File: src/lcdb_pkg.sv
`timescale 1ns / 1ps

package lcdb_pkg;

    // operation codes of an input word
    typedef enum logic [2:0] {
        OP_INIT          = 3'd0,
        OP_COMMAND       = 3'd1,
        OP_DATA          = 3'd2,
        OP_SET_CURSOR    = 3'd3,
        OP_BACKLIGHT_ON  = 3'd4,
        OP_BACKLIGHT_OFF = 3'd5
    } op_t;

    // configuration register indexes
    localparam int unsigned CFG_INDEX_W = 2;
    localparam logic [CFG_INDEX_W-1:0] CFG_DEVICE_ADDRESS  = 2'd0;
    localparam logic [CFG_INDEX_W-1:0] CFG_DISPLAY_COLUMNS = 2'd1;
    localparam logic [CFG_INDEX_W-1:0] CFG_DISPLAY_ROWS    = 2'd2;

    localparam logic [7:0] BAD_ADDR   = 8'hFF;
    localparam logic [7:0] CURSOR_CMD = 8'h80;
    localparam logic [7:0] MAX_ROWS   = 8'd4;

    // init sequence: twelve nibbles, index of the final one
    localparam logic [3:0] INIT_LAST_NIB = 4'd11;
    // a byte job sends its high then its low nibble
    localparam logic [3:0] BYTE_LAST_NIB = 4'd1;

    localparam int unsigned LCDB_QUEUE_DEPTH = 2;

    typedef enum logic [1:0] {
        JOB_INIT   = 2'd0,
        JOB_BYTE   = 2'd1,
        JOB_SINGLE = 2'd2
    } job_kind_t;

    typedef struct packed {
        logic [2:0] operation;
        logic [7:0] byte_value;
        logic [7:0] cursor_column;
        logic [7:0] cursor_row;
    } in_word_t;

    typedef struct packed {
        logic [7:0] expander_byte;
        logic [7:0] target_address;
        logic       last;
    } out_word_t;

    // one classified operation waiting for the back end
    typedef struct packed {
        job_kind_t  kind;
        logic [7:0] value;
        logic       rs;
        logic       backlight;
        logic [7:0] address;
    } job_t;

    function automatic logic [7:0] row_base(input logic [1:0] row);
        logic [7:0] base;
        case (row)
            2'd0:    base = 8'h00;
            2'd1:    base = 8'h40;
            2'd2:    base = 8'h14;
            2'd3:    base = 8'h54;
            default: base = 8'h00;
        endcase
        return base;
    endfunction

    // wake-up nibbles 3,3,3,2 then commands 0x28, 0x0c, 0x01, 0x06
    function automatic logic [3:0] init_nibble(input logic [3:0] idx);
        logic [3:0] nib;
        case (idx)
            4'd0, 4'd1, 4'd2: nib = 4'h3;
            4'd3:             nib = 4'h2;
            4'd4:             nib = 4'h2;
            4'd5:             nib = 4'h8;
            4'd6:             nib = 4'h0;
            4'd7:             nib = 4'hC;
            4'd8:             nib = 4'h0;
            4'd9:             nib = 4'h1;
            4'd10:            nib = 4'h0;
            4'd11:            nib = 4'h6;
            default:          nib = 4'h0;
        endcase
        return nib;
    endfunction

endpackage

File: src/char_lcd_i2c_backpack_sequencer_core.sv
`timescale 1ns / 1ps

// character lcd sequencer for a 4-bit display behind an 8-bit i2c port expander
// in channel (in_valid/in_ready/in_data): one lcd operation per word
// out channel (out_valid/out_ready/out_data): one expander byte per word, with
//   the i2c address it goes to and a last flag on the final byte of an operation
// cfg port: cfg_write with cfg_index 0 address, 1 columns, 2 rows, no wait
// throughput: a command, data or set cursor word gives 6 bytes on the out
//   channel, a backlight word 1 byte, init 36 bytes; the back end emits one
//   byte per cycle unless the receiver stalls, so its byte counter sets the rate
// an accepted word enters the job queue, then its first byte is registered out
// words that emit nothing (ops before a good init, failed init, unused codes,
//   cursor rows past the fourth) are taken without a queue entry and only touch state
// the job queue lets the input accept further words while the back end
//   streams; when the receiver stalls the output register holds and the queue
//   fills, then in_ready drops
// reset: not initialized, backlight on, address 255, sizes zero, queue empty

module char_lcd_i2c_backpack_sequencer_core import lcdb_pkg::*; #(
    parameter int unsigned QUEUE_DEPTH = LCDB_QUEUE_DEPTH
) (
    input  logic                   clk,
    input  logic                   rst_n,
    input  logic                   cfg_write,
    input  logic [CFG_INDEX_W-1:0] cfg_index,
    input  logic [7:0]             cfg_data,
    input  logic                   in_valid,
    output logic                   in_ready,
    input  in_word_t               in_data,
    output logic                   out_valid,
    input  logic                   out_ready,
    output out_word_t              out_data
);

    // front to queue
    logic job_push;
    job_t job;
    logic queue_full;

    // queue to back end
    logic head_valid;
    job_t head;
    logic pop;

    // front: config registers, lcd state, classification of each word
    lcdb_front u_front (
        .clk        (clk),
        .rst_n      (rst_n),
        .cfg_write  (cfg_write),
        .cfg_index  (cfg_index),
        .cfg_data   (cfg_data),
        .in_valid   (in_valid),
        .in_ready   (in_ready),
        .in_data    (in_data),
        .queue_full (queue_full),
        .job_push   (job_push),
        .job        (job)
    );

    // short job queue decoupling accept from byte streaming
    lcdb_queue #(
        .DEPTH (QUEUE_DEPTH)
    ) u_queue (
        .clk        (clk),
        .rst_n      (rst_n),
        .push       (job_push),
        .push_job   (job),
        .full       (queue_full),
        .pop        (pop),
        .head_valid (head_valid),
        .head       (head)
    );

    // back end: expands the head job into expander bytes, one per cycle unless stalled
    lcdb_back u_back (
        .clk        (clk),
        .rst_n      (rst_n),
        .head_valid (head_valid),
        .head       (head),
        .pop        (pop),
        .out_valid  (out_valid),
        .out_ready  (out_ready),
        .out_data   (out_data)
    );

endmodule

File: src/lcdb_front.sv
`timescale 1ns / 1ps

module lcdb_front import lcdb_pkg::*; (
    input  logic                   clk,
    input  logic                   rst_n,
    input  logic                   cfg_write,
    input  logic [CFG_INDEX_W-1:0] cfg_index,
    input  logic [7:0]             cfg_data,
    input  logic                   in_valid,
    output logic                   in_ready,
    input  in_word_t               in_data,
    input  logic                   queue_full,
    output logic                   job_push,
    output job_t                   job
);

    logic [7:0] cfg_addr_reg;
    logic [7:0] cfg_cols_reg;
    logic [7:0] cfg_rows_reg;

    logic       ready_flag_reg,  ready_flag_next;
    logic       backlight_reg,   backlight_next;
    logic [7:0] lat_addr_reg,    lat_addr_next;
    logic [7:0] lat_cols_reg,    lat_cols_next;
    logic [7:0] lat_rows_reg,    lat_rows_next;

    logic       accept;
    logic       ok;
    logic       emits;
    logic [7:0] row_clamped;
    logic [7:0] col_clamped;

    assign in_ready = !queue_full;
    assign accept   = in_valid && in_ready;
    assign ok       = ready_flag_reg && (lat_addr_reg != BAD_ADDR);
    assign job_push = accept && emits;

    assign row_clamped = (in_data.cursor_row >= lat_rows_reg) ?
                         8'(lat_rows_reg - 8'd1) : in_data.cursor_row;
    assign col_clamped = (in_data.cursor_column >= lat_cols_reg) ?
                         8'(lat_cols_reg - 8'd1) : in_data.cursor_column;

    always_comb
    begin
        ready_flag_next = ready_flag_reg;
        backlight_next  = backlight_reg;
        lat_addr_next   = lat_addr_reg;
        lat_cols_next   = lat_cols_reg;
        lat_rows_next   = lat_rows_reg;
        emits           = 1'b0;
        job.kind        = JOB_BYTE;
        job.value       = in_data.byte_value;
        job.rs          = 1'b0;
        job.backlight   = backlight_reg;
        job.address     = lat_addr_reg;
        case (in_data.operation)
            OP_INIT:
            begin
                ready_flag_next = 1'b0;
                if (cfg_addr_reg != BAD_ADDR && cfg_cols_reg != 8'd0 &&
                    cfg_rows_reg != 8'd0)
                begin
                    ready_flag_next = 1'b1;
                    backlight_next  = 1'b1;
                    lat_addr_next   = cfg_addr_reg;
                    lat_cols_next   = cfg_cols_reg;
                    lat_rows_next   = cfg_rows_reg;
                    emits           = 1'b1;
                    job.kind        = JOB_INIT;
                    job.value       = 8'h00;
                    job.backlight   = 1'b1;
                    job.address     = cfg_addr_reg;
                end
            end
            OP_COMMAND:
            begin
                emits = ok;
            end
            OP_DATA:
            begin
                emits  = ok;
                job.rs = 1'b1;
            end
            OP_SET_CURSOR:
            begin
                emits     = ok && (row_clamped < MAX_ROWS);
                job.value = CURSOR_CMD | 8'(row_base(row_clamped[1:0]) + col_clamped);
            end
            OP_BACKLIGHT_ON:
            begin
                if (ok)
                begin
                    backlight_next = 1'b1;
                end
                emits         = ok;
                job.kind      = JOB_SINGLE;
                job.value     = 8'h00;
                job.backlight = 1'b1;
            end
            OP_BACKLIGHT_OFF:
            begin
                if (ok)
                begin
                    backlight_next = 1'b0;
                end
                emits         = ok;
                job.kind      = JOB_SINGLE;
                job.value     = 8'h00;
                job.backlight = 1'b0;
            end
            default:
            begin
                emits = 1'b0;
            end
        endcase
    end

    always_ff @(posedge clk or negedge rst_n)
    begin
        if (!rst_n)
        begin
            cfg_addr_reg   <= BAD_ADDR;
            cfg_cols_reg   <= 8'd0;
            cfg_rows_reg   <= 8'd0;
            ready_flag_reg <= 1'b0;
            backlight_reg  <= 1'b1;
            lat_addr_reg   <= BAD_ADDR;
            lat_cols_reg   <= 8'd0;
            lat_rows_reg   <= 8'd0;
        end
        else
        begin
            if (cfg_write)
            begin
                case (cfg_index)
                    CFG_DEVICE_ADDRESS:  cfg_addr_reg <= cfg_data;
                    CFG_DISPLAY_COLUMNS: cfg_cols_reg <= cfg_data;
                    CFG_DISPLAY_ROWS:    cfg_rows_reg <= cfg_data;
                    default:             ;
                endcase
            end
            if (accept)
            begin
                ready_flag_reg <= ready_flag_next;
                backlight_reg  <= backlight_next;
                lat_addr_reg   <= lat_addr_next;
                lat_cols_reg   <= lat_cols_next;
                lat_rows_reg   <= lat_rows_next;
            end
        end
    end

endmodule

File: src/lcdb_queue.sv
`timescale 1ns / 1ps

module lcdb_queue import lcdb_pkg::*; #(
    parameter int unsigned DEPTH = LCDB_QUEUE_DEPTH
) (
    input  logic clk,
    input  logic rst_n,
    input  logic push,
    input  job_t push_job,
    output logic full,
    input  logic pop,
    output logic head_valid,
    output job_t head
);

    localparam int unsigned PTR_W = (DEPTH > 1) ? $clog2(DEPTH) : 1;
    localparam int unsigned CNT_W = $clog2(DEPTH + 1);

    job_t             entry_reg [DEPTH];
    logic [PTR_W-1:0] wr_ptr_reg, wr_ptr_next;
    logic [PTR_W-1:0] rd_ptr_reg, rd_ptr_next;
    logic [CNT_W-1:0] count_reg,  count_next;

    assign full       = (count_reg == CNT_W'(DEPTH));
    assign head_valid = (count_reg != '0);
    assign head       = entry_reg[rd_ptr_reg];

    always_comb
    begin
        wr_ptr_next = wr_ptr_reg;
        rd_ptr_next = rd_ptr_reg;
        count_next  = count_reg;
        if (push)
        begin
            wr_ptr_next = (wr_ptr_reg == PTR_W'(DEPTH - 1)) ? '0 : PTR_W'(wr_ptr_reg + 1'b1);
        end
        if (pop)
        begin
            rd_ptr_next = (rd_ptr_reg == PTR_W'(DEPTH - 1)) ? '0 : PTR_W'(rd_ptr_reg + 1'b1);
        end
        if (push && !pop)
        begin
            count_next = CNT_W'(count_reg + 1'b1);
        end
        else if (pop && !push)
        begin
            count_next = CNT_W'(count_reg - 1'b1);
        end
    end

    always_ff @(posedge clk or negedge rst_n)
    begin
        if (!rst_n)
        begin
            wr_ptr_reg <= '0;
            rd_ptr_reg <= '0;
            count_reg  <= '0;
        end
        else
        begin
            wr_ptr_reg <= wr_ptr_next;
            rd_ptr_reg <= rd_ptr_next;
            count_reg  <= count_next;
        end
    end

    always_ff @(posedge clk)
    begin
        if (push)
        begin
            entry_reg[wr_ptr_reg] <= push_job;
        end
    end

endmodule

File: src/lcdb_back.sv
`timescale 1ns / 1ps

module lcdb_back import lcdb_pkg::*; (
    input  logic      clk,
    input  logic      rst_n,
    input  logic      head_valid,
    input  job_t      head,
    output logic      pop,
    output logic      out_valid,
    input  logic      out_ready,
    output out_word_t out_data
);

    // three bytes per nibble: setup, enable strobe, hold
    localparam logic [1:0] PHASE_SETUP  = 2'd0;
    localparam logic [1:0] PHASE_STROBE = 2'd1;
    localparam logic [1:0] PHASE_HOLD   = 2'd2;

    logic [3:0] nib_cnt_reg, nib_cnt_next;
    logic [1:0] phase_reg,   phase_next;
    logic       out_valid_reg, out_valid_next;
    out_word_t  out_data_reg;

    logic       advance;
    logic       job_end;
    logic [3:0] nibble;
    logic       enable;
    out_word_t  word_c;

    assign advance = head_valid && (!out_valid_reg || out_ready);

    always_comb
    begin
        case (head.kind)
            JOB_INIT:   job_end = (nib_cnt_reg == INIT_LAST_NIB) && (phase_reg == PHASE_HOLD);
            JOB_BYTE:   job_end = (nib_cnt_reg == BYTE_LAST_NIB) && (phase_reg == PHASE_HOLD);
            JOB_SINGLE: job_end = 1'b1;
            default:    job_end = 1'b1;
        endcase
    end

    always_comb
    begin
        if (head.kind == JOB_INIT)
        begin
            nibble = init_nibble(nib_cnt_reg);
        end
        else
        begin
            nibble = nib_cnt_reg[0] ? head.value[3:0] : head.value[7:4];
        end
        enable = (phase_reg == PHASE_STROBE) && (head.kind != JOB_SINGLE);
        word_c.expander_byte  = {nibble, head.backlight, enable, 1'b0, head.rs};
        word_c.target_address = head.address;
        word_c.last           = job_end;
    end

    assign pop = advance && job_end;

    always_comb
    begin
        nib_cnt_next   = nib_cnt_reg;
        phase_next     = phase_reg;
        out_valid_next = out_valid_reg;
        if (out_ready)
        begin
            out_valid_next = 1'b0;
        end
        if (advance)
        begin
            out_valid_next = 1'b1;
            if (job_end)
            begin
                nib_cnt_next = 4'd0;
                phase_next   = PHASE_SETUP;
            end
            else if (phase_reg == PHASE_HOLD)
            begin
                nib_cnt_next = 4'(nib_cnt_reg + 4'd1);
                phase_next   = PHASE_SETUP;
            end
            else
            begin
                phase_next = 2'(phase_reg + 2'd1);
            end
        end
    end

    always_ff @(posedge clk or negedge rst_n)
    begin
        if (!rst_n)
        begin
            nib_cnt_reg   <= 4'd0;
            phase_reg     <= PHASE_SETUP;
            out_valid_reg <= 1'b0;
        end
        else
        begin
            nib_cnt_reg   <= nib_cnt_next;
            phase_reg     <= phase_next;
            out_valid_reg <= out_valid_next;
        end
    end

    always_ff @(posedge clk)
    begin
        if (advance)
        begin
            out_data_reg <= word_c;
        end
    end

    assign out_valid = out_valid_reg;
    assign out_data  = out_data_reg;

endmodule

File: config.mk
export PLATFORM = sky130hd
export DESIGN_NAME = char_lcd_i2c_backpack_sequencer_core
export DESIGN_NICKNAME = d
export VERILOG_FILES = /design/src/lcdb_pkg.sv /design/src/char_lcd_i2c_backpack_sequencer_core.sv /design/src/lcdb_front.sv /design/src/lcdb_queue.sv /design/src/lcdb_back.sv
export SDC_FILE = /design/constraint.sdc
export NUM_CORES = 1
export LEC_CHECK = 0
export BUFFER_PORTS_ARGS = -buffer_cell sky130_fd_sc_hd__buf_4
export CORE_MARGIN = 2
export CORE_UTILIZATION = 40
export CTS_CLUSTER_DIAMETER = 200
export DETAILED_ROUTE_END_ITERATION = 6
export HOLD_SLACK_MARGIN = 0.05
export PLACE_DENSITY_LB_ADDON = 0.15
export SETUP_SLACK_MARGIN = 0.1
export SYNTH_ARGS = -nofsm -noshare
export SYNTH_HDL_FRONTEND = slang
export SYNTH_HIERARCHICAL = 1
export SYNTH_SLANG_ARGS = --single-unit
File: constraint.sdc
create_clock -name clk -period 9.9 [get_ports clk]
set_input_delay 0.99 -clock clk [delete_from_list [all_inputs] [get_ports clk]]
set_output_delay 0.99 -clock clk [all_outputs]
set_load 0.01 [all_outputs]
==> flow_summary_export.csv, run 1 <==
group,metric,value,unit
clock_tree,post-cts-setup-buffer-count,0,
logic_synthesis,yosys_warnings,6,
floorplanning,start_util,0.404,
route,wirelength,11.3,mm
timing,tightest_slew,0.978,ns
setup_path,worstPathCellList,"buf_4 -> ha_1 -> a211oi_1 -> o21ai_0 -> a21oi_1 -> mux2i_1 -> ha_1 -> ha_1 -> a21o_1 -> and2_1 -> xnor2_1 -> nand3b_1 -> o31ai_4 -> xnor2_1 -> a22o_1",
global_routing,grt_use_total,0.155,
clock_tree,cts.sinks,117,
route,vias,3601,
setup_path,path_delay_family,"compound AO/OA/AOI/OAI gates",
place,io_buffers,59,
layout,largest_register_ff_count,40,
clock_tree,cts_resized,0,
timing,finalHoldViolations,0,
power_and_ir_drop,power.density,303,mW/mm2
timing,slew_violations,0,
setup_path,cp-start-kind,"input pin",
layout,seq_area,0.00323,mm2
floorplanning,die_w,125,um
setup_path,reg2reg_slack,6.31,ns
global_routing,grt_max_degree,62,
place,dp_hpwl,8.23,mm
route,ant_nets,0,
setup_path,required,10.07,ns
run_status,outcome,"completed",
global_routing,overflow,0,
setup_path,worstPathArrival,4.00,ns
clock_tree,cts_root_buffer,"clkbuf_16",
logic_synthesis,yosysUniqueCellTypes,62,
route,drc,0,
layout,layout_commonest_cell,"buf_4",
layout,fin_nets,585,
timing,min_period,3.83,ns
global_routing,grt_pass1_vias,3669,
layout,area_growth,21.2,%
timing,period_share,0.387,
floorplanning,dieArea,0.0155,mm2
clock_tree,holdBufCountCts,0,
timing,max_slew_margin,0.348,
setup_path,slowest_stage,"mux2i_1",
floorplanning,core,0.0144,mm2
floorplanning,die_y,125,um
timing,setup_viol,0,
timing,fin_setup_tns,0,ns
logic_synthesis,netlist_instances,446,
global_routing,grt_antenna_before_repair,0,
clock_tree,clkTransAtPathRegs,0.05,ns
logic_synthesis,ys_ff_latch,117,
layout,fillerInstances,1268,
clock_tree,h-tree-depth,4,
logic_synthesis,synthArstFlopShare,0.521,
worst_hold_path,hold_class,"flip-flop to flip-flop",
route,wl_per_cell,15.9,um
place,preCtsSetupSlack,5.65,ns
clock_tree,cts_tree,"built",
logic_synthesis,synth_edf_count,56,
setup_path,worst_setup_path_end_kind,"flip-flop",
logic_synthesis,ys_seq_area_frac,0.556,
place,place.gp.congestion,0.758,
timing,layout_setup_ws,6.07,ns
layout,layout.cells.most_common_list,"buf_4, edfxtp_1, dfrtp_1, mux2_2, nand2_1",
timing,rsz0062_at_grt,"no",
setup_path,slowest_delay,0.43,ns
run,drv_cap,0,
clock_tree,clk_latency,0.42,ns
logic_synthesis,avgSynthCellArea,13.0,um2
power_and_ir_drop,p_leak,2.94,nW
place,post_dp_cell_area,0.00643,mm2
setup_path,crit_fanout,4,
setup_path,crit_buf_inv,1,
floorplanning,io_pins,61,
timing,skew,0.00670,ns
global_routing,grt_pass1_wl,18.7,mm
layout,fin_area,0.00704,mm2
setup_path,crit_type,"input pin to flip-flop",
layout,diodes,0,
layout,multi_input_area,0.00240,mm2
route,dr.first_iter.drc_count,126,
power_and_ir_drop,ir_drop,0.161,mV
logic_synthesis,syn_area,0.00581,mm2
route,vias_per_cell,5.06,
timing,fmax,261,MHz
clock_tree,clock_tree.buffer_depth,2,
logic_synthesis,syn_nets,516,
route,dr.pass1.iters,4,
layout,drive_above_1_share,0.352,
clock_tree,cts_buffers,17,
setup_path,cpMostUsedCell,"ha_1",
floorplanning,rows,44,
logic_synthesis,synth_flop_cell,"edfxtp_1",
synth_stat cells, types with 2 or more instances:
master    instances  area (um2)
a211oi_1          2        15.0
a21o_1            4        30.0
a21oi_1          13        65.1
a22o_1            8        70.1
and2_1            4        25.0
and3_1            4        25.0
buf_2             3        15.0
buf_4             3        22.5
buf_6             2        22.5
clkbuf_1          3        11.3
dfrtp_1          44        1100
dfstp_2          17         447
edfxtp_1         56        1680
ha_1             28         350
inv_1            29         109
mux2_2           41         462
mux2_4           19         285
mux2i_1           7        70.1
nand2_1          34         128
nand2b_1          4        25.0
nand3_1           3        15.0
nand3b_1          3        22.5
nand4_1           5        31.3
nor2_1           12        45.0
nor2b_1           5        31.3
nor3_1            4        20.0
nor3b_1           2        15.0
nor4_1            8        50.1
o21a_1            3        22.5
o21ai_0          27         135
o22ai_1           2        12.5
o31ai_2           3        37.5
or2_2             2        12.5
or3_1             2        12.5
xnor2_1           8        70.1
xor2_1            6        52.6
path summary, 6_finish.rpt:
path / startpoint / to / cells after the start
setup / recovery: in_data[3] / u_queue/entry_reg[1][16]$_DFFE_PP_ / 15
hold / removal: u_front/ready_flag_reg$_DFFE_PN0P_ / u_front/ready_flag_reg$_DFFE_PN0P_ / 1
hold reg to reg: u_front/ready_flag_reg$_DFFE_PN0P_ / u_front/ready_flag_reg$_DFFE_PN0P_ / 1
setup reg to reg: u_front/lat_rows_reg[3]$_DFFE_PN0P_ / u_queue/entry_reg[1][16]$_DFFE_PP_ / 15
max in group asynchronous: rst_n / u_front/lat_cols_reg[0]$_DFFE_PN0P_ / 1
min in group asynchronous: rst_n / u_back/nib_cnt_reg[2]$_DFFE_PN0P_ / 1
worst register-to-register path: cells and delay by family, from the launching register on:
family,cells,cell delay (ns)
xor+xnor,2,0.26
fa+ha+maj,3,0.68
simple gates,2,0.32
flops,1,0.39
mux,1,0.43
buf+inv,1,0.10
compound gates,6,1.17
routing by layer:
metal | GRT usage | vias to the layer above | share of wire | wire (um)
met5 | 0 | - | 0 | 0
met4 | 0.0694 | 0 | 0.015 | 167
met3 | 0.0430 | 11 | 0.039 | 444
met2 | 0.251 | 67 | 0.49 | 5510
met1 | 0.193 | 1751 | 0.46 | 5220
li1 | - | 1772 | - | -
area by class of cell:
type,count,share of cell area
Sequential cell,117,0.458
Multi-Input combinational cell,288,0.340
Clock buffer,26,0.0787
Timing Repair Buffer,62,0.0661
Tap cell,184,0.0327
Inverter,29,0.0155
Clock inverter,6,0.00853
cells by family after synthesis:
family	Yosys count	synth area share
XOR/XNOR	14	0.0211
AND/OR/NAND/NOR	99	0.0909
adder cells (fa/ha/maj)	28	0.0603
AO/OA/AOI/OAI	78	0.0969
buffers and inverters	41	0.0319
multiplexers	68	0.143
flip-flops	117	0.556
other	1	0.000645
metrics by stage:
| stage | hold slack, ns | utilization | std cells | power (mW) |
|---|---|---|---|---|
| after floorplan | 0.443 | - | 446 | 1.32 |
| after global placement | 0.460 | 0.447 | 680 | 1.51 |
| after detailed placement | 0.460 | 0.447 | 680 | 1.53 |
| after CTS | 0.474 | 0.490 | 712 | 2.16 |
| after global routing | 0.477 | 0.490 | 712 | 2.27 |
| final | 0.469 | 0.490 | 712 | 2.13 |
power breakdown:
part | switching, mW | internal (mW) | leakage, nW | total, mW
clock network | 0.209 | 0.410 | 0.297 | 0.620
logic | 0.374 | 0.350 | 1.41 | 0.724
registers | 0.0915 | 0.699 | 1.24 | 0.790
Note: power is estimated with default switching activity, not from simulation.
==> run 2: changes to the inputs <==
--- a/config.mk
+++ b/config.mk
@@ -5,6 +5,7 @@
 export SDC_FILE = /design/constraint.sdc
 export NUM_CORES = 1
 export LEC_CHECK = 0
+export ABC_AREA = 1
 export BUFFER_PORTS_ARGS = -buffer_cell sky130_fd_sc_hd__buf_4
 export CORE_MARGIN = 2
 export CORE_UTILIZATION = 40
==> constraint.sdc (replaced) <==
create_clock -name clk -period 3.45 [get_ports clk]
set_input_delay 0.345 -clock clk [delete_from_list [all_inputs] [get_ports clk]]
set_output_delay 0.345 -clock clk [all_outputs]
set_load 0.01 [all_outputs]
==> run 2 against run 1 <==
  * First-iteration DRC count rose by 68%
  * Routed wire length rose by 9.1%
  * Worst hold slack got worse by 0.26 ns
  * Clock skew rose by 0.0088 ns
  * Register-to-register slack got worse by 5.6 ns
  * Cell count rose by 24%
  * Total power rose to 2.8 times the previous value
  * Utilization fell by 0.38 points
  * Critical path type is now flip-flop to flip-flop
  * Highest routed layer unchanged
==> flow_summary_export.csv, run 2 <==
group,metric,value,unit
layout,layout.cells.most_common_list,"nand2_1, inv_1, buf_4, edfxtp_1, o21ai_0",
logic_synthesis,synth_area_leader_cell,"edfxtp_1",
floorplanning,die_y,127,um
logic_synthesis,synthSimpleGateAreaFrac,0.198,
timing,setup_viol,0,
clock_tree,post-cts-setup-buffer-count,0,
logic_synthesis,yosys_warnings,6,
floorplanning,rows,45,
clock_tree,cts_tree,"built",
timing,rsz0062_at_grt,"no",
timing,fmax,363,MHz
logic_synthesis,synth_flop_cell,"edfxtp_1",
power_and_ir_drop,power.density,826,mW/mm2
setup_path,slowest_stage,"dfrtp_1",
layout,area_growth,19.9,%
timing,layout_setup_ws,0.694,ns
logic_synthesis,netlist_instances,616,
run_status,outcome,"completed",
logic_synthesis,synth_compound_area_frac,0.0892,
clock_tree,clkTransAtPathRegs,0.05,ns
route,dr.first_iter.drc_count,212,
route,dr.pass1.iters,4,
logic_synthesis,yosys.area_share.xor_xnor,0.00862,
clock_tree,h-tree-depth,4,
global_routing,grt_use_total,0.162,
logic_synthesis,syn_area,0.00610,mm2
logic_synthesis,synth_edf_count,56,
logic_synthesis,syn_nets,686,
place,io_buffers,59,
route,vias_per_cell,4.87,
logic_synthesis,synthArstFlopShare,0.521,
clock_tree,clk_latency,0.42,ns
floorplanning,io_pins,61,
logic_synthesis,synthTopCellsByCount,"nand2_1, inv_1, edfxtp_1",
logic_synthesis,netlist.area_leader.share,0.276,
setup_path,slowest_delay,0.39,ns
clock_tree,cts.sinks,117,
layout,fillerInstances,1395,
timing,skew,0.0155,ns
timing,period_share,0.799,
timing,tightest_slew,0.784,ns
layout,layout_commonest_cell,"nand2_1",
global_routing,grt_antenna_before_repair,0,
global_routing,overflow,0,
clock_tree,cts_root_buffer,"clkbuf_16",
layout,fin_nets,756,
route,wl_per_cell,14.0,um
route,drc,0,
logic_synthesis,synth.area.mux_share,0.0486,
timing,fin_setup_tns,0,ns
route,wirelength,12.4,mm
logic_synthesis,synth_area_leaders,"edfxtp_1, dfrtp_1, nand2_1",
setup_path,worstPathCellList,"inv_1 -> ha_1 -> nand2_1 -> a21oi_2 -> nor2_4 -> nand3_2 -> o21ai_0 -> inv_1 -> ha_1 -> ha_1 -> nand2_1 -> nand2_1 -> nand3_2 -> nand3_2 -> nand3_1 -> nand2_1",
layout,utilization,0.486,
clock_tree,cts_buffers,17,
global_routing,grt_pass1_vias,4267,
place,dp_hpwl,9.11,mm
setup_path,crit_fanout,12,
run,drv_cap,0,
logic_synthesis,avgSynthCellArea,9.90,um2
global_routing,grt_pass1_wl,20.3,mm
logic_synthesis,yosys.area_share.adder,0.0574,
timing,min_period,2.76,ns
setup_path,required,3.61,ns
place,preCtsSetupSlack,0.655,ns
clock_tree,clock_tree.buffer_depth,2,
logic_synthesis,yosysUniqueCellTypes,46,
floorplanning,core,0.0150,mm2
layout,diodes,0,
floorplanning,start_util,0.406,
setup_path,crit_type,"flip-flop to flip-flop",
clock_tree,cts_resized,0,
route,ant_nets,0,
layout,drive_above_1_share,0.249,
floorplanning,dieArea,0.0163,mm2
power_and_ir_drop,ir_drop,0.345,mV
timing,max_slew_margin,0.477,
setup_path,cp-start-kind,"flip-flop",
setup_path,worstPathArrival,2.91,ns
global_routing,grt_max_degree,62,
route,vias,4311,
layout,largest_register_ff_count,40,
worst_hold_path,hold_class,"input pin to flip-flop",
setup_path,cpMostUsedCell,"nand2_1",
logic_synthesis,synth_top_family_by_area,"simple AND/OR/NAND/NOR gates",
place,place.gp.congestion,0.784,
timing,finalHoldViolations,0,
logic_synthesis,yosysMostFrequentCell,"nand2_1",
power_and_ir_drop,p_leak,3.40,nW
timing,slew_violations,0,
logic_synthesis,ys_seq_area_frac,0.529,
logic_synthesis,ys_ff_latch,117,
floorplanning,die_w,127,um
setup_path,worst_setup_path_end_kind,"flip-flop",
[run 2: cell types whose count changed after synthesis, moves of 7 or more]
cell and change:
nand4_1 +9, o21ai_0 +26, a22o_1 -8, nor2_1 +33
nand2_1 +105, nand3_1 +23, a21oi_2 +12, inv_1 +47
mux2i_1 -7, mux2_2 -40
[run 2: final cells by class]
| cell class | instances | area [um2] | share of cell area |
|---|---|---|---|
| clock inverter | 13 | 158 | 0.0216 |
| multi-input combinational | 404 | 2460 | 0.336 |
| clock buffer | 18 | 429 | 0.0587 |
| tap | 188 | 235 | 0.0322 |
| sequential | 117 | 3230 | 0.442 |
| inverter | 82 | 309 | 0.0423 |
| timing repair buffer | 64 | 495 | 0.0678 |
[run 2: repair_timing]
item                                   in CTS  in global routing
hold buffers                                1                  0
setup endpoints to repair                   0                  0
endpoints found under the hold margin      44                  0
[run 2: critical path: cells and delay by family (launching register included)]
kind                     cells  cell delay, ns
flip-flops                   1            0.39
buffers and inverters        2            0.19
AO/OA/AOI/OAI                2            0.29
AND/OR/NAND/NOR              9            1.01
adder cells (fa/ha/maj)      3            0.63
[run 2: kinds of logic after synthesis]
kind of cell	after synthesis
buf+inv	95
flops	117
xor+xnor	6
fa+ha+maj	28
other cells	1
mux	20
compound gates	93
simple gates	256
[run 2: metal layers]
metal	track usage	part of all wire	wire length [um]	vias up
met5	0	0	0	-
met4	0.0659	0.013	167	0
met3	0.0456	0.041	510	13
met2	0.271	0.50	6160	95
met1	0.199	0.45	5540	1997
li1	-	-	-	2206
[run 2: final timing paths]
| kind | slack [ns] | cells after the start | endpoint | startpoint |
|---|---|---|---|---|
| max reg2reg | 0.69 | 16 | u_queue/entry_reg[1][16]$_DFFE_PP_ | u_front/lat_cols_reg[6]$_DFFE_PN0P_ |
| min | 0.21 | 3 | u_front/cfg_addr_reg[2]$_DFFE_PN1P_ | cfg_data[2] |
| max | 0.69 | 16 | u_queue/entry_reg[1][16]$_DFFE_PP_ | u_front/lat_cols_reg[6]$_DFFE_PN0P_ |
| min reg2reg | 0.50 | 2 | u_queue/count_reg[1]$_DFFE_PN0P_ | u_queue/count_reg[1]$_DFFE_PN0P_ |
| max in group asynchronous | 2.37 | 2 | u_front/lat_cols_reg[4]$_DFFE_PN0P_ | rst_n |
| min in group asynchronous | 0.54 | 2 | u_back/nib_cnt_reg[0]$_DFFE_PN0P_ | rst_n |
[run 2: stage by stage]
stage	hold slack, ns	power [mW]	std cells	area [um2]
floorplan	0.0494	3.75	616	6100
global placement	0.454	4.27	854	6720
detailed placement	0.469	4.33	854	6720
CTS	0.197	6.11	886	7310
global route	0.234	6.47	886	7310
finish	0.210	6.04	886	7310
[run 2: power breakdown]
group | internal [mW] | leakage, nW | switching [mW] | total, mW
logic | 0.870 | 1.89 | 1.19 | 2.06
registers | 1.99 | 1.23 | 0.249 | 2.23
clock network | 1.13 | 0.278 | 0.616 | 1.74
==> run 3: changes to the inputs <==
==> constraint.sdc (replaced) <==
create_clock -name clk -period 2.6 [get_ports clk]
set_input_delay 0.26 -clock clk [delete_from_list [all_inputs] [get_ports clk]]
set_output_delay 0.26 -clock clk [all_outputs]
set_load 0.01 [all_outputs]
==> run 3 against run 2 <==
  * Total power grew 47%
  * Clock skew grew 0.0020 ns
  * Clock power up 37%
  * Worst hold slack lost 0.076 ns
  * Critical path depth is 3 lower
  * Sequential power rose by 33%
  * Routed wire length up 5.6%
  * Fmax up 17%
  * Clock-buffer cell count is the same
  * First-iteration DRC count is 12% higher
  * Highest routed layer unchanged
==> flow_summary_export.csv, run 3 (synthesized netlist as in run 2, its figures left out) <==
group,metric,value,unit
global_routing,grt_use_total,0.167,
setup_path,worst_setup_path_end_kind,"flip-flop",
place,placed_cells,864,
clock_tree,clkTransAtPathRegs,0.06,ns
power_and_ir_drop,p_leak,3.60,nW
global_routing,grt_antenna_before_repair,0,
setup_path,crit_buf_inv,4,
timing,finalHoldViolations,0,
clock_tree,cts.sinks,117,
run,drv_cap,0,
clock_tree,cts_tree,"built",
layout,layout.cells.most_common_list,"nand2_1, buf_4, inv_1, edfxtp_1, o21ai_0",
global_routing,grt_max_degree,62,
timing,period_share,0.908,
setup_path,crit_fanout,5,
setup_path,slowest_delay,0.38,ns
layout,area_growth,29.5,%
route,drc,0,
worst_hold_path,hold_class,"input pin to flip-flop",
layout,fillerInstances,1337,
place,dp_hpwl,9.13,mm
layout,utilization,0.525,
power_and_ir_drop,power.density,1130,mW/mm2
route,dr.pass1.iters,4,
global_routing,grt_pass1_wl,21.1,mm
setup_path,worstPathCellList,"inv_1 -> ha_1 -> a21oi_1 -> o21a_2 -> nand4_1 -> nand2_2 -> nand3_2 -> nand3_2 -> nand2_2 -> inv_2 -> inv_2 -> nor2_4 -> clkbuf_16",
place,io_buffers,59,
run_status,outcome,"completed",
timing,slew_violations,0,
floorplanning,die_y,127,um
timing,min_period,2.36,ns
setup_path,crit_type,"flip-flop to flip-flop",
clock_tree,clock_tree.buffer_depth,2,
timing,max_slew_margin,0.454,
setup_path,cp-start-kind,"flip-flop",
global_routing,overflow,0,
floorplanning,die_w,127,um
route,dr.first_iter.drc_count,237,
floorplanning,core,0.0150,mm2
place,place.gp.congestion,0.776,
clock_tree,cts_root_buffer,"clkbuf_16",
floorplanning,dieArea,0.0163,mm2
layout,layout_commonest_cell,"nand2_1",
timing,skew,0.0175,ns
clock_tree,clk_latency,0.42,ns
setup_path,slowest_stage,"dfrtp_1",
floorplanning,start_util,0.406,
layout,largest_register_ff_count,40,
layout,drive_above_1_share,0.354,
timing,rsz0062_at_grt,"yes",
layout,fin_nets,785,
layout,diodes,0,
route,vias,4484,
clock_tree,h-tree-depth,4,
route,ant_nets,0,
timing,timing.hold.ws,0.134,ns
setup_path,required,2.74,ns
route,vias_per_cell,4.90,
global_routing,grt_pass1_vias,4431,
clock_tree,cts_buffers,17,
layout,stdcell_count,916,
timing,tightest_slew,0.820,ns
route,wirelength,13.1,mm
timing,fmax,423,MHz
floorplanning,rows,45,
setup_path,worstPathArrival,2.50,ns
route,wl_per_cell,14.3,um
floorplanning,io_pins,61,
timing,setup_viol,0,
setup_path,path_delay_family,"simple AND/OR/NAND/NOR gates",
power_and_ir_drop,ir_drop,0.596,mV
==> run 3: cell types whose count changed in the layout (fill, tap and decap cells not counted), moves of 11 or more <==
cell     before  now
nand2_1     139  122
inv_1        76   62
buf_4        62   84
ha_1         28   17
nand2_2       3   16
inv_2         5   18
ha_4          0   11
==> run 3: repair_timing <==
item | CTS | global route
gates resized for setup | 7 | 60
endpoints found under the setup margin | 22 | 48
setup buffers | 2 | 13
pin swaps | 1 | 27
cloned | 0 | 4
endpoints found under the hold margin | 44 | 0
hold buffers | 1 | 0
==> run 3: per-layer routing <==
metal  track usage  vias up  routed length, um
li1              -     2261                  -
met1         0.206     2116               5800
met2         0.279       92               6570
met3        0.0452       15                511
met4        0.0646        0                186
met5             0        -                  0
==> run 3: area by class of cell <==
cell class / count / area (um2) / area share
inverters: 82 / 312 / 0.0394
clock inverters: 14 / 175 / 0.0222
flip-flops and latches: 117 / 3230 / 0.409
repair buffers: 93 / 785 / 0.0993
clock buffers: 18 / 429 / 0.0543
well taps: 188 / 235 / 0.0298
multi-input cells: 404 / 2730 / 0.346
==> run 3: worst paths after layout <==
check / cells past startpoint / end / from / slack (ns)
min reg2reg: 2 / u_queue/count_reg[1]$_DFFE_PN0P_ / u_queue/count_reg[1]$_DFFE_PN0P_ / 0.48
max: 13 / u_queue/entry_reg[0][6]$_DFFE_PP_ / u_front/lat_rows_reg[5]$_DFFE_PN0P_ / 0.24
max in group asynchronous: 2 / u_front/ready_flag_reg$_DFFE_PN0P_ / rst_n / 1.58
min: 4 / u_back/out_valid$_DFFE_PN0P_ / out_ready / 0.13
max reg2reg: 13 / u_queue/entry_reg[0][6]$_DFFE_PP_ / u_front/lat_rows_reg[5]$_DFFE_PN0P_ / 0.24
min in group asynchronous: 2 / u_back/nib_cnt_reg[0]$_DFFE_PN0P_ / rst_n / 0.43
==> run 3: through the flow <==
stage	total power, mW	TNS [ns]	setup slack (ns)	instance area, um2
after floorplan	4.98	0	0.161	6100
after global placement	5.80	0	0.0485	6820
after detailed placement	5.89	-0.0220	-0.0110	6820
after CTS	8.36	0	0.103	7470
after global routing	9.49	0	0.0728	7900
final	8.89	0	0.238	7900
==> run 3: power breakdown <==
| group | switching [mW] | leakage [nW] | internal (mW) | total, mW |
|---|---|---|---|---|
| clock network | 0.866 | 0.288 | 1.51 | 2.38 |
| logic | 1.91 | 2.08 | 1.64 | 3.55 |
| registers | 0.329 | 1.23 | 2.63 | 2.96 |
==> run 3: worst min-delay path, delay by kind of cell <==
kind	cells	cell delay, ns
buf+inv	2	0.14
simple gates	2	0.13
